$ cat config.mk
export PLATFORM = sky130hd
export DESIGN_NAME = p1tem_seq
export DESIGN_NICKNAME = d
export VERILOG_FILES = /design/src/rtl/p1tem_pkg.sv /design/src/rtl/p1tem_seq.sv
export SDC_FILE = /design/constraint.sdc
export NUM_CORES = 1
export LEC_CHECK = 0
export BUFFER_PORTS_ARGS = -buffer_cell sky130_fd_sc_hd__clkbuf_2
export CAP_MARGIN = 20
export CORE_AREA = 2 2 154 156
export CTS_CLUSTER_DIAMETER = 100
export DETAILED_ROUTE_END_ITERATION = 12
export DIE_AREA = 0 0 156 158
export PLACE_DENSITY = 0.64
export REMOVE_ABC_BUFFERS = 1
export SLEW_MARGIN = 20
export SYNTH_ARGS = -nofsm -noshare
export SYNTH_HDL_FRONTEND = slang
export SYNTH_SLANG_ARGS = --single-unit
export TNS_END_PERCENT = 30
$ cat constraint.sdc
create_clock -name aclk -period 15 [get_ports aclk]
set_clock_uncertainty 0.1 [all_clocks]
set_input_delay 3 -clock aclk [delete_from_list [all_inputs] [get_ports aclk]]
set_output_delay 3 -clock aclk [all_outputs]
set_load 0.01 [all_outputs]
$ cat src/rtl/p1tem_pkg.sv
// Shared types, widths and helper functions of the P1 triangle element matrix block.
// Depends on nothing; every rtl module but the port-level checker imports it.
package p1tem_pkg;

    localparam int CW   = 32;
    localparam int DIFW = CW + 1;
    localparam int PW   = 2 * DIFW;
    localparam int SW   = PW + 2;
    localparam int MW   = SW;
    localparam int SSH  = 15;
    localparam int NW   = MW + 16;
    localparam int QW   = 32;
    localparam int XW   = MW + QW;
    localparam int MTW  = QW + 2;
    localparam int RSH  = MTW + 1;

    localparam logic [MW-1:0] MASS_OFF_DEN  = MW'(1572864);
    localparam logic [MW-1:0] MASS_DIAG_DEN = MW'(786432);
    localparam int            MASS_OFF_SH   = 19;
    localparam int            MASS_DIAG_SH  = 18;
    localparam logic [MTW-1:0] DIV3_RECIP   = MTW'((64'd1 << RSH) / 3 + 1);
    localparam logic [NW-1:0] MASS_Q_LIM    = {{(NW-QW-2){1'b0}}, 2'b11, {QW{1'b0}}};
    localparam logic [1:0]    LAST_NODE     = 2'd2;

    typedef struct packed {
        logic signed [CW-1:0] y2;
        logic signed [CW-1:0] x2;
        logic signed [CW-1:0] y1;
        logic signed [CW-1:0] x1;
        logic signed [CW-1:0] y0;
        logic signed [CW-1:0] x0;
    } coord_t;

    typedef struct packed {
        logic [1:0] row;
        logic [1:0] col;
        logic       last;
        logic       diag;
    } tag_t;

    typedef struct packed {
        tag_t tag;
        logic degen;
        logic neg_s;
        logic neg_m;
    } side_t;

    function automatic logic [MW-1:0] mass_den(input logic diag);
        return diag ? MASS_DIAG_DEN : MASS_OFF_DEN;
    endfunction

    function automatic logic [QW-1:0] sat_q(input logic [QW-1:0] q, input logic ovf,
                                            input logic neg);
        logic [QW-1:0] r;
        if (neg) begin
            if (ovf || q > 32'h8000_0000) r = 32'h8000_0000;
            else r = -q;
        end else begin
            if (ovf || q[QW-1]) r = 32'h7FFF_FFFF;
            else r = q;
        end
        return r;
    endfunction

endpackage

$ cat src/rtl/p1tem_seq.sv
// Node pair sequencer: holds one triangle and issues its nine ordered node pairs.
// Depends on p1tem_pkg.
module p1tem_seq (
    input  logic            aclk,
    input  logic            aresetn,
    input  logic            adv,
    input  logic            in_valid,
    output logic            in_ready,
    input  p1tem_pkg::coord_t in_coord,
    output logic            item_valid,
    output p1tem_pkg::tag_t item_tag,
    output p1tem_pkg::coord_t item_coord
);
    import p1tem_pkg::*;

    logic       busy_reg, busy_next;
    logic [1:0] row_reg, row_next, col_reg, col_next;
    coord_t     coord_reg;
    logic       last_pair, take;

    assign last_pair = (row_reg == LAST_NODE) && (col_reg == LAST_NODE);
    assign in_ready  = adv && (!busy_reg || last_pair);
    assign take      = in_valid && in_ready;

    always_comb begin
        busy_next = busy_reg;
        row_next  = row_reg;
        col_next  = col_reg;
        if (take) begin
            busy_next = 1'b1;
            row_next  = 2'd0;
            col_next  = 2'd0;
        end else if (adv && busy_reg) begin
            if (last_pair) begin
                busy_next = 1'b0;
            end else if (col_reg == LAST_NODE) begin
                col_next = 2'd0;
                row_next = row_reg + 2'd1;
            end else begin
                col_next = col_reg + 2'd1;
            end
        end
    end

    always_ff @(posedge aclk) begin
        if (!aresetn) begin
            busy_reg <= 1'b0;
            row_reg  <= 2'd0;
            col_reg  <= 2'd0;
        end else begin
            busy_reg <= busy_next;
            row_reg  <= row_next;
            col_reg  <= col_next;
        end
        if (take) begin
            coord_reg <= in_coord;
        end
    end

    assign item_valid    = busy_reg;
    assign item_tag.row  = row_reg;
    assign item_tag.col  = col_reg;
    assign item_tag.last = last_pair;
    assign item_tag.diag = (row_reg == col_reg);
    assign item_coord    = coord_reg;
endmodule

Word level (Yosys, flattened, before mapping)
Index checks and enable logic that the tools add are counted.
- bitwise gates (word level): 2
- mux-type cells: 4
- equality and inequality tests: 3
- reduce and logical (&&, ||, !) cells: 12
- $add $sub $neg: 2
- operator list (cell ; count):
    adder 2 x 1 -> 2 bit (second input constant) ; 2
    == test 2 bit (second input constant) ; 2
    logical AND 1 bit ; 4
    AND reduction 2 bit ; 2
    nonzero test 2 bit ; 2
    two-way mux 1 bit ; 3
    AND reduction 3 bit ; 1
    == test 2 bit ; 1
    two-way mux 2 bit ; 1
    inverter 1 bit ; 2
    OR reduction 2 bit ; 1
    zero test 1 bit ; 1
    logical OR 1 bit ; 1
- logic and storage cells: 32
- bits of input ports: 196
- bits in registers: 197

Longest topological paths before layout
Gate-level depths: netlist of the first run.
- depth after elaboration: 7
- mapped depth: 5
- mapped depth without buffers: 5

Worst setup path after synthesis of the first run
No wires, ideal clock.
- path kind: input port to flip-flop
- start point: in in_valid
- end point: reg coord_reg (netlist bit item_coord[0]), enable pin
- setup time: 817 ps
- setup slack: 1610 ps
- stages: 2
- data required time: 14083 ps
- arrival: 12473 ps
- cells stage by stage: nand2_1 a21oi_1
- word-level cells in the longest chain between the ends: 1
- ends and longest elaborated chain (what ; RTL line ; source):
    start, declared ; p1tem_seq.sv:7 ; input logic in_valid,
    logical AND 1 bit ; p1tem_seq.sv:23 ; assign take = in_valid && in_ready;
    end signal, assigned ; p1tem_seq.sv:56 ; coord_reg <= in_coord;
    end, declared ; p1tem_seq.sv:18 ; coord_t coord_reg;
Every way passes these cells.
A chain may end at the register's enable or synchronous reset.

Worst setup path in the final report of the first run
- start point: in adv
- end point: out in_ready
- word-level cells in the longest chain between the ends: 1
- ends and longest elaborated chain (what ; RTL line ; source):
    start, declared ; p1tem_seq.sv:6 ; input logic adv,
    logical AND 1 bit ; p1tem_seq.sv:22 ; assign in_ready = adv && (!busy_reg || last_pair);
    end, declared ; p1tem_seq.sv:8 ; output logic in_ready,
Every way passes these cells.

==> key figures, run 1 <==
Status
  – Status: finished clean

Floorplan
  – Site Rows: 56
  – CORE AREA: 23100 µm²
  – DIE AREA: 24600 µm²
  – Die Span Y: between 150 and 200 µm
  – Initial Util: between 20% and 30%
  – Chip Width: between 150 and 200 µm
  – IO Pins: about 400

Timing
  – Pins Over Slew Limit: 0
  – Fin. Hold Viols: 0
  – Upper clock frequency limit: 0.152 GHz
  – # setup viols final: 0
  – Period utilization: 43.8%
  – Post-route minimum period: around 6.6 ns
  – RSZ-0062 raised after global routing: no
  – Tightest Pin Transition: about 1 ns
  – Setup TNS: 0 ns
  – Slew Limit Headroom: 34.9%

Global routing
  – Met1 Track Usage GR: 13.1%
  – Met2 Use GR: 20.3%
  – All-Layer GR Usage: 12.1%
  – Met3 usage: 6.05%
  – First-pass GRT wire length: 21500 µm
  – Vias in the first global route: 3768
  – Initial antenna violation count: 3
  – Global route overflow: 0
  – GR peak layer: met2
  – Largest net degree at the start of global routing: 80

Setup path
  – FF-to-FF End: item_coord[127]$_DFFE_PP_
  – CP startpoint kind: input pin
  – Crit path capture type: output port
  – CP arrival: 3.47 ns
  – Reg2reg setup slack: 11.80 ns
  – Crit path kind: input pin to output port
  – Worst r2r src: row_reg[0]$_SDFFE_PP0P_
  – Worst Setup SP: adv
  – Worst EP required: 11.90 ns
  – Register-to-Register Path Depth: 6
  – Critical path endpoint: in_ready
  – Crit Path Max Fanout: 5

Drt
  – Final ANT Viol Nets: 0
  – WL/cell: 16.6 µm
  – DRC viols: 0
  – DRT Wirelength: 15700 µm
  – Vias: 3761
  – Via-to-Cell Ratio: a little under 4
  – DRT Pass-1 Iters: 4
  – Initial DRC Count: 170

Clock network
  – H-tree levels: 4
  – Clk_lat worst skew: 0.42 ns
  – Post-CTS Setup Bufs: 0
  – CTS Root Buffer Type: clkbuf_16
  – Clk slew on worst S/H paths: 0.07 ns
  – Clk sinks: between 150 and 200
  – CTS Buf Count: 17
  – CTS Hold Bufs: 0
  – CTS max path bufs: 2
  – CTS tree: built
  – Post-cts repair resize count: 0

Cells and area
  – FF+latch area: approximately 6000 µm²
  – Design Area, Final: 8970 µm²
  – Max FFs per register: 192
  – Area of the multi-input gates: between 150 and 200 µm²
  – Commonest cells after routing, fill and taps aside: clkbuf_2 (395), edfxtp_1 (192), clkbuf_16 (17)
  – Area Overhead vs Synth: 48.2%
  – Fillcell total: 2171
  – Leading cell type in the layout, fill and taps excluded: clkbuf_2
  – Layout cell share with drive strength beyond 1: 65.6%
  – Ant diodes: 0
  – Number of nets in the layout: 840

Yosys
  – Mapped Area: 6060 µm²
  – Part of the Yosys area used for sequential elements: 96.8%
  – Syn Area/Cell: 26.7 µm²
  – Yosys Warn Count: 0
  – Post-synthesis register bit count: 197
  – Netlist cell types: 18
  – Post-synthesis cell count: 227

Power and ir drop
  – Worst VDD drop: 58.7 µV
  – Leak: 3.84 nW
  – Power per cell area: roughly 130 nW/µm²

Placement
  – Routability-driven placement congestion ratio: 0.786
  – Placement Cell Area: 8420 µm²
  – Port Buffers: 395
  – Detailed Place HPWL: 12300 µm

Run
  – Max-cap viol count: 0

Min path
  – Hold WC Path Type: register to register
-- logic make-up (layout without fill, tap and decap cells) --
| kind of cell | after synthesis | count (layout) | share of synthesized area (%) |
|---|---|---|---|
| and+or+nand+nor | 11 | 11 | 1.09 |
| xor gates and xnor gates | 2 | 2 | 0.289 |
| buffers and inverters | 5 | 433 | 0.372 |
| AOI/OAI and AO/OA | 10 | 10 | 1.03 |
| adders and majority gates | 1 | 1 | 0.207 |
| DFF | 197 | 197 | 96.8 |
| muxes | 1 | 1 | 0.165 |
-- cell usage after synthesis --
cell type | instances | share of area, %
or3_1 | 2 | 0.21
and2b_2 | 1 | 0.14
a211oi_1 | 2 | 0.25
nand3b_1 | 1 | 0.12
dfxtp_1 | 5 | 1.7
nand2_1 | 2 | 0.12
nand4b_1 | 2 | 0.29
a211oi_2 | 1 | 0.21
inv_1 | 4 | 0.25
xor2_1 | 2 | 0.29
a21oi_1 | 3 | 0.25
mux2i_1 | 1 | 0.17
ha_1 | 1 | 0.21
edfxtp_1 | 192 | 95
buf_4 | 1 | 0.12
nor2_1 | 2 | 0.12
nor3_1 | 1 | 0.083
o21ai_0 | 4 | 0.33
-- critical path: stages --
cell and delay (ns):
clkbuf_2 0.13, inv_1 0.06, a21oi_1 0.12, clkbuf_2 0.16
-- cell type report --
cell class	instances	area share, %
clock buffers	17	4.74
clock inverters	14	1.41
inverters	4	0.167
multi-input cells	25	2.01
flip-flops and latches	197	65.4
well taps	290	4.04
repair buffers	398	22.3
-- metrics by stage --
step | setup slack [ns] | power [mW] | cells | util, % | hold WS (ns)
2_1_floorplan | 1.61 | 0.681 | 226 | - | 0.446
3_3_place_gp | 8.42 | 0.722 | 914 | 36.5 | 0.424
3_5_place_dp | 8.42 | 0.725 | 914 | 36.5 | 0.439
4_1_cts | 8.42 | 1.15 | 945 | 38.9 | 0.457
5_1_grt | 8.37 | 1.18 | 945 | 38.9 | 0.471
6_report | 8.43 | 1.13 | 945 | 38.9 | 0.451
-- routing by layer --
metal  share of wire, %  routed length, µm
met5               0.17                 27
met4                1.8                290
met3                 11               1800
met2                 50               7840
met1                 36               5720
-- how the worst min path moves through the flow --
stage	slack, ns	from	depth (start not counted)	to
finish	0.45	row_reg[1]$_SDFFE_PP0P_	2	row_reg[1]$_SDFFE_PP0P_
floorplan	0.45	row_reg[1]$_SDFFE_PP0P_	2	row_reg[1]$_SDFFE_PP0P_
CTS	0.46	row_reg[1]$_SDFFE_PP0P_	2	row_reg[1]$_SDFFE_PP0P_
global placement	0.42	row_reg[1]$_SDFFE_PP0P_	2	row_reg[1]$_SDFFE_PP0P_
detailed placement	0.44	row_reg[1]$_SDFFE_PP0P_	2	row_reg[1]$_SDFFE_PP0P_
global route	0.47	row_reg[1]$_SDFFE_PP0P_	2	row_reg[1]$_SDFFE_PP0P_
-- power by group --
group	total [mW]	internal [mW]	leakage (nW)	switching (mW)
logic	0.0717	0.0322	1.74	0.0396
registers	0.638	0.632	1.83	0.00664
clock network	0.424	0.217	0.267	0.207
total	1.13	0.881	3.84	0.253
No activity file was read; power rests on OpenSTA's default activity.
==> inputs of run 2 (changes only) <==
--- a/config.mk
+++ b/config.mk
@@ -5,13 +5,14 @@
 export SDC_FILE = /design/constraint.sdc
 export NUM_CORES = 1
 export LEC_CHECK = 0
+export ABC_AREA = 1
 export BUFFER_PORTS_ARGS = -buffer_cell sky130_fd_sc_hd__clkbuf_2
 export CAP_MARGIN = 20
 export CORE_AREA = 2 2 154 156
 export CTS_CLUSTER_DIAMETER = 100
 export DETAILED_ROUTE_END_ITERATION = 12
 export DIE_AREA = 0 0 156 158
-export PLACE_DENSITY = 0.64
+export PLACE_DENSITY = 0.66
 export REMOVE_ABC_BUFFERS = 1
 export SLEW_MARGIN = 20
 export SYNTH_ARGS = -nofsm -noshare
==> constraint.sdc (replaced) <==
create_clock -name aclk -period 5.4 [get_ports aclk]
set_clock_uncertainty 0.1 [all_clocks]
set_input_delay 1.08 -clock aclk [delete_from_list [all_inputs] [get_ports aclk]]
set_output_delay 1.08 -clock aclk [all_outputs]
set_load 0.01 [all_outputs]
==> key figures, run 2 <==
Status
  – Status: finished clean

Run
  – Max-cap viol count: 0

Yosys
  – Top-count cell post-synth: edfxtp_1
  – Synth Area in Adders: less than 1%
  – Largest cells by area after synthesis: edfxtp_1 (95%), dfxtp_1 (1.6%), inv_1 (0.74%)
  – Cell accounting for the most synthesized area: edfxtp_1
  – Post-synth EDFFs: 192
  – Largest family of logic cells by synthesized area: simple AND/OR/NAND/NOR gates
  – Synth Area in Compound Gates: 0.535%
  – Xor-xnor portion of the synthesized cell area: 0.144%
  – Post-synthesis mux area share: 0%
  – Mapped Area: 6080 µm²
  – Post-synth ARST share: 0%
  – Part of the Yosys area used for sequential elements: 96.4%
  – Synth top area share: 94.8%
  – Syn Area/Cell: approximately 25 µm²
  – Post-synthesis cell count: between 200 and 250
  – Post-synth top cells: edfxtp_1 (192), inv_1 (12), nand2_1 (10), nor2_1 (6), dfxtp_1 (5)
  – Post-synthesis register bit count: 197
  – Simple-Gate Fraction of Synth Area: under 10%
  – Yosys Warn Count: 0
  – Netlist cell types: 14
  – Primary FF master, synth: edfxtp_1

Drt
  – DRT Wirelength: between 15000 and 20000 µm
  – DRC viols: 0
  – Via-to-Cell Ratio: between 3 and 4
  – DRT Pass-1 Iters: 4
  – Initial DRC Count: 212
  – Vias: 3828
  – Final ANT Viol Nets: 0
  – WL/cell: 16.6 µm

Timing
  – Period utilization: around half
  – Tightest Pin Transition: 0.959 ns
  – Fin. Hold Viols: 0
  – Slew Limit Headroom: 36.1%
  – # setup viols final: 0
  – Upper clock frequency limit: between 0.3 and 0.4 GHz
  – Post-route minimum period: 2.74 ns
  – RSZ-0062 raised after global routing: no
  – Pins Over Slew Limit: 0
  – Setup ws final: 2.66 ns

Floorplan
  – CORE AREA: 23100 µm²
  – Initial Util: 26.4%
  – IO Pins: 396
  – Site Rows: 56
  – DIE AREA: roughly 25000 µm²
  – Chip Width: 156 µm
  – Die Span Y: between 150 and 200 µm

Cells and area
  – Fillcell total: 2160
  – FF+latch area: 5870 µm²
  – Leading cell type in the layout, fill and taps excluded: clkbuf_2
  – Ant diodes: 0
  – Layout cell share with drive strength beyond 1: between 60% and 70%
  – Area Overhead vs Synth: 47.8%
  – Commonest cells after routing, fill and taps aside: clkbuf_2 (395), edfxtp_1 (192), clkbuf_16 (17)
  – Max FFs per register: ~190
  – Design Area, Final: 8990 µm²
  – Number of nets in the layout: 853
  – Final cell count without fillers: 958
  – Area of the multi-input gates: 166 µm²

Power and ir drop
  – Worst VDD drop: 163 µV
  – Leak: 3.87 nW
  – Power per cell area: 353 nW/µm²

Placement
  – Placement Cell Area: 8440 µm²
  – Port Buffers: 395
  – Routability-driven placement congestion ratio: around 0.73
  – Setup WS pre-CTS: 2.39 ns
  – Placed cells: 927
  – Detailed Place HPWL: 12200 µm

Setup path
  – Critical path's slowest cell: dfxtp_1
  – Worst EP required: 4.22 ns
  – CP arrival: 1.56 ns
  – Crit Path Max Fanout: 4
  – CP startpoint kind: register
  – Crit path kind: register to output port
  – Most Frequent Cell on Critical Path: inv_1
  – CP cell instances: inv_1 > ha_1 > nand3_2 > nand2_2 > nand2_1 > inv_1 > clkbuf_2
  – Reg2reg setup slack: 2.78 ns
  – CP peak stage delay: 0.37 ns
  – Crit path capture type: output port

Clock network
  – CTS Root Buffer Type: clkbuf_16
  – CTS Hold Bufs: 0
  – Clk sinks: 197
  – Post-CTS Setup Bufs: 0
  – CTS Buf Count: 17
  – Post-cts repair resize count: 0
  – CTS max path bufs: 2
  – Clk_lat worst skew: roughly 0.42 ns
  – Clk slew on worst S/H paths: approximately 0.07 ns
  – H-tree levels: 4
  – CTS tree: built

Global routing
  – Initial antenna violation count: 2
  – Largest net degree at the start of global routing: 141
  – Global route overflow: 0
  – First-pass GRT wire length: 22100 µm
  – Vias in the first global route: 3861
  – All-Layer GR Usage: 12.4%

Min path
  – Hold WC Path Type: register to register
-- run 2: cell count changes in the layout (fill, tap and decap cells not counted), moves of 2 or more --
cell and change:
inv_1 +7, nor2_1 +4, nand3_2 +2, nand4b_1 -2, buf_4 -3, a211oi_1 -2, or3_1 -2, inv_8 +2
nand2_2 +2, nand3_1 +4, nand2_1 +8
-- run 2: worst paths after layout --
kind | from | to | cells past startpoint
hold / removal | item_valid$_SDFFE_PN0P_ | item_valid$_SDFFE_PN0P_ | 2
hold reg to reg | item_valid$_SDFFE_PN0P_ | item_valid$_SDFFE_PN0P_ | 2
setup reg to reg | row_reg[0]$_SDFFE_PP0P_ | item_coord[12]$_DFFE_PP_ | 7
setup / recovery | row_reg[0]$_SDFFE_PP0P_ | in_ready | 7
-- run 2: metrics by stage --
| stage | hold slack, ns | TNS, ns | utilization [%] | total power, mW |
|---|---|---|---|---|
| after floorplan | 0.433 | -26.93 | - | 1.88 |
| after global placement | 0.400 | 0 | 36.6 | 2.01 |
| after detailed placement | 0.423 | 0 | 36.6 | 2.02 |
| after CTS | 0.434 | 0 | 39.0 | 3.22 |
| after global routing | 0.469 | 0 | 39.0 | 3.29 |
| final | 0.428 | 0 | 39.0 | 3.17 |
-- run 2: power breakdown --
group | switching, mW | leakage (nW) | internal (mW)
combinational | 0.115 | 1.77 | 0.0911
clock | 0.589 | 0.266 | 0.603
sequential | 0.0181 | 1.83 | 1.76
total | 0.722 | 3.87 | 2.45
-- run 2: area by class of cell --
class,count,share of cell area [%]
clock inverter,14,1.35
multi-input combinational,32,1.85
timing repair buffer,396,22.2
inverter,12,0.584
clock buffer,17,4.73
tap,290,4.04
sequential,197,65.2
-- run 2: per-layer routing --
metal,track usage [%],vias to the layer above,routed length (µm)
li1,-,1759,-
met1,13.9,1819,6170
met2,20.5,230,7890
met3,6.19,16,1680
met4,4.19,4,177
met5,0,-,27
-- run 2: worst max-delay path, delay by kind of cell, from the launching register on --
kind | cells | cell delay [ns]
AND/OR/NAND/NOR | 3 | 0.30
buffers and inverters | 3 | 0.26
flip-flops | 1 | 0.37
adder cells (fa/ha/maj) | 1 | 0.23
-- run 2: logic make-up after synthesis --
logic type                 Yosys count
AOI/OAI and AO/OA                    6
xor gates and xnor gates             1
adders and majority gates            1
buffers and inverters               13
DFF                                197
and+or+nand+nor                     24
==> inputs of run 3 (changes only) <==
--- a/config.mk
+++ b/config.mk
@@ -12,7 +12,7 @@
 export CTS_CLUSTER_DIAMETER = 100
 export DETAILED_ROUTE_END_ITERATION = 12
 export DIE_AREA = 0 0 156 158
-export PLACE_DENSITY = 0.66
+export PLACE_DENSITY = 0.64
 export REMOVE_ABC_BUFFERS = 1
 export SLEW_MARGIN = 20
 export SYNTH_ARGS = -nofsm -noshare
==> constraint.sdc (replaced) <==
create_clock -name aclk -period 2.7 [get_ports aclk]
set_clock_uncertainty 0.1 [all_clocks]
set_input_delay 0.54 -clock aclk [delete_from_list [all_inputs] [get_ports aclk]]
set_output_delay 0.54 -clock aclk [all_outputs]
set_load 0.01 [all_outputs]
==> key figures, run 3 (same netlist as run 2, synthesis figures left out) <==
Timing
  – RSZ-0062 raised after global routing: no
  – Setup ws final: 0.521 ns
  – Slew Limit Headroom: 75.9%
  – # setup viols final: 0
  – Tightest Pin Transition: 0.361 ns
  – Period utilization: 80.7%
  – Post-route minimum period: 2.18 ns
  – Fin. Hold Viols: 0
  – Upper clock frequency limit: 0.459 GHz
  – Pins Over Slew Limit: 0

Setup path
  – Worst EP required: around 2.1 ns
  – CP startpoint kind: register
  – Crit path capture type: output port
  – FF-to-FF End: item_coord[115]$_DFFE_PP_
  – CP arrival: 1.54 ns
  – Crit Path Max Fanout: 4
  – Reg2reg setup slack: 0.60 ns
  – Crit path kind: register to output port
  – Worst r2r src: row_reg[0]$_SDFFE_PP0P_
  – Register-to-Register Path Depth: 7

Global routing
  – First-pass GRT wire length: approximately 23000 µm
  – Initial antenna violation count: 2
  – Vias in the first global route: 3913
  – Largest net degree at the start of global routing: 48
  – Global route overflow: 0
  – All-Layer GR Usage: between 10% and 20%

Floorplan
  – Initial Util: a little over a quarter
  – DIE AREA: 24600 µm²
  – Chip Width: 156 µm
  – CORE AREA: between 20000 and 25000 µm²
  – Site Rows: 56
  – Die Span Y: 158 µm
  – IO Pins: 396

Placement
  – Routability-driven placement congestion ratio: 0.780
  – Placed cells: 935
  – Port Buffers: 395
  – Setup WS pre-CTS: 0.568 ns
  – Detailed Place HPWL: 13200 µm

Drt
  – Initial DRC Count: 216
  – Final ANT Viol Nets: 0
  – Via-to-Cell Ratio: 3.98
  – DRC viols: 0
  – WL/cell: between 15 and 20 µm
  – DRT Wirelength: 17000 µm
  – Vias: 3851
  – DRT Pass-1 Iters: 4

Clock network
  – CTS Root Buffer Type: clkbuf_16
  – H-tree levels: 4
  – CTS tree: built
  – CTS Buf Count: 17
  – Post-CTS Setup Bufs: 0
  – Clk slew on worst S/H paths: approximately 0.08 ns
  – CTS Hold Bufs: 0
  – Clk_lat worst skew: 0.42 ns
  – CTS max path bufs: 2
  – Clk sinks: 197
  – Post-cts repair resize count: 0

Cells and area
  – Max FFs per register: around 190
  – Final cell count without fillers: just under 1000
  – Leading cell type in the layout, fill and taps excluded: clkbuf_2
  – Commonest cells after routing, fill and taps aside: clkbuf_2 (395), edfxtp_1 (192), clkbuf_16 (17)
  – Ant diodes: 0
  – Area Overhead vs Synth: 49.5%
  – Layout cell share with drive strength beyond 1: 64.8%
  – Number of nets in the layout: around 860

Min path
  – Cells on Worst Hold Path: 1
  – Worst hold path endpoint: item_coord[170]$_DFFE_PP_
  – Hold_sp: in_coord[170]
  – Hold WC Path Type: input pin to register

Run
  – Max-cap viol count: 0

Power and ir drop
  – Sw frac: 22.6%
  – Sequential share of power: ~55%
  – Sw Pwr: 1.46 mW
  – Internal power: 5.02 mW
  – Leak: 3.93 nW
  – Power per cell area: 712 nW/µm²
  – Worst VDD drop: approximately 380 µV
  – Combinational share of power: 6.7%
  – Clk pwr share: 38.6%

Status
  – Status: finished clean
run 3: per-layer routing:
metal / vias up / GRT usage [%] / routed length, µm / part of all wire, %
li1: 1781 / - / - / -
met1: 1817 / 15.1 / 6510 / 38
met2: 230 / 21.4 / 8300 / 49
met3: 19 / 6.68 / 1870 / 11
met4: 4 / 4.33 / 265 / 1.6
met5: - / 0 / 34 / 0.20
run 3: worst max-delay path, stage by stage, from the launching register on:
cell and delay (ns):
dfxtp_1 0.37, inv_1 0.09, ha_1 0.22, nand3_2 0.13
nand2_2 0.08, nand2_1 0.07, inv_1 0.04, clkbuf_2 0.11
run 3: worst max path at each step:
stage | slack, ns | endpoint | depth (start not counted) | from
final | 0.52 | in_ready | 7 | row_reg[0]$_SDFFE_PP0P_
after global routing | 0.43 | in_ready | 7 | row_reg[0]$_SDFFE_PP0P_
after detailed placement | 0.57 | item_coord[128]$_DFFE_PP_ | 7 | row_reg[0]$_SDFFE_PP0P_
after CTS | 0.49 | in_ready | 7 | row_reg[0]$_SDFFE_PP0P_
after global placement | 0.63 | item_coord[128]$_DFFE_PP_ | 7 | row_reg[0]$_SDFFE_PP0P_
after floorplan | -2.56 | item_coord[0]$_DFFE_PP_ | 5 | row_reg[1]$_SDFFE_PP0P_
run 3: area by class of cell:
class / instances / area [µm²]
clock inverter: 13 / 149
sequential: 197 / 5870
clock buffer: 19 / 433
multi-input combinational: 32 / 166
inverter: 12 / 52.6
fill: 2164 / 14000
timing repair buffer: 404 / 2070
tap: 290 / 363
run 3: metrics by stage:
stage	setup TNS (ns)	power (mW)	area [µm²]	util (%)	hold slack, ns
2_1_floorplan	-490.78	3.77	6080	-	0.433
3_3_place_gp	0	4.05	8520	36.9	0.408
3_5_place_dp	0	4.06	8520	36.9	0.437
4_1_cts	0	6.58	9100	39.5	0.155
5_1_grt	0	6.74	9100	39.5	0.150
6_report	0	6.48	9100	39.5	0.182
run 3: power groups by stage:
stage	clock (mW)	combinational [mW]	sequential, mW
5_1_grt	2.71	0.471	3.56
4_1_cts	2.59	0.442	3.55
6_report	2.50	0.432	3.55
3_3_place_gp	0	0.435	3.62
3_5_place_dp	0	0.441	3.62
2_1_floorplan	0	0.0552	3.71
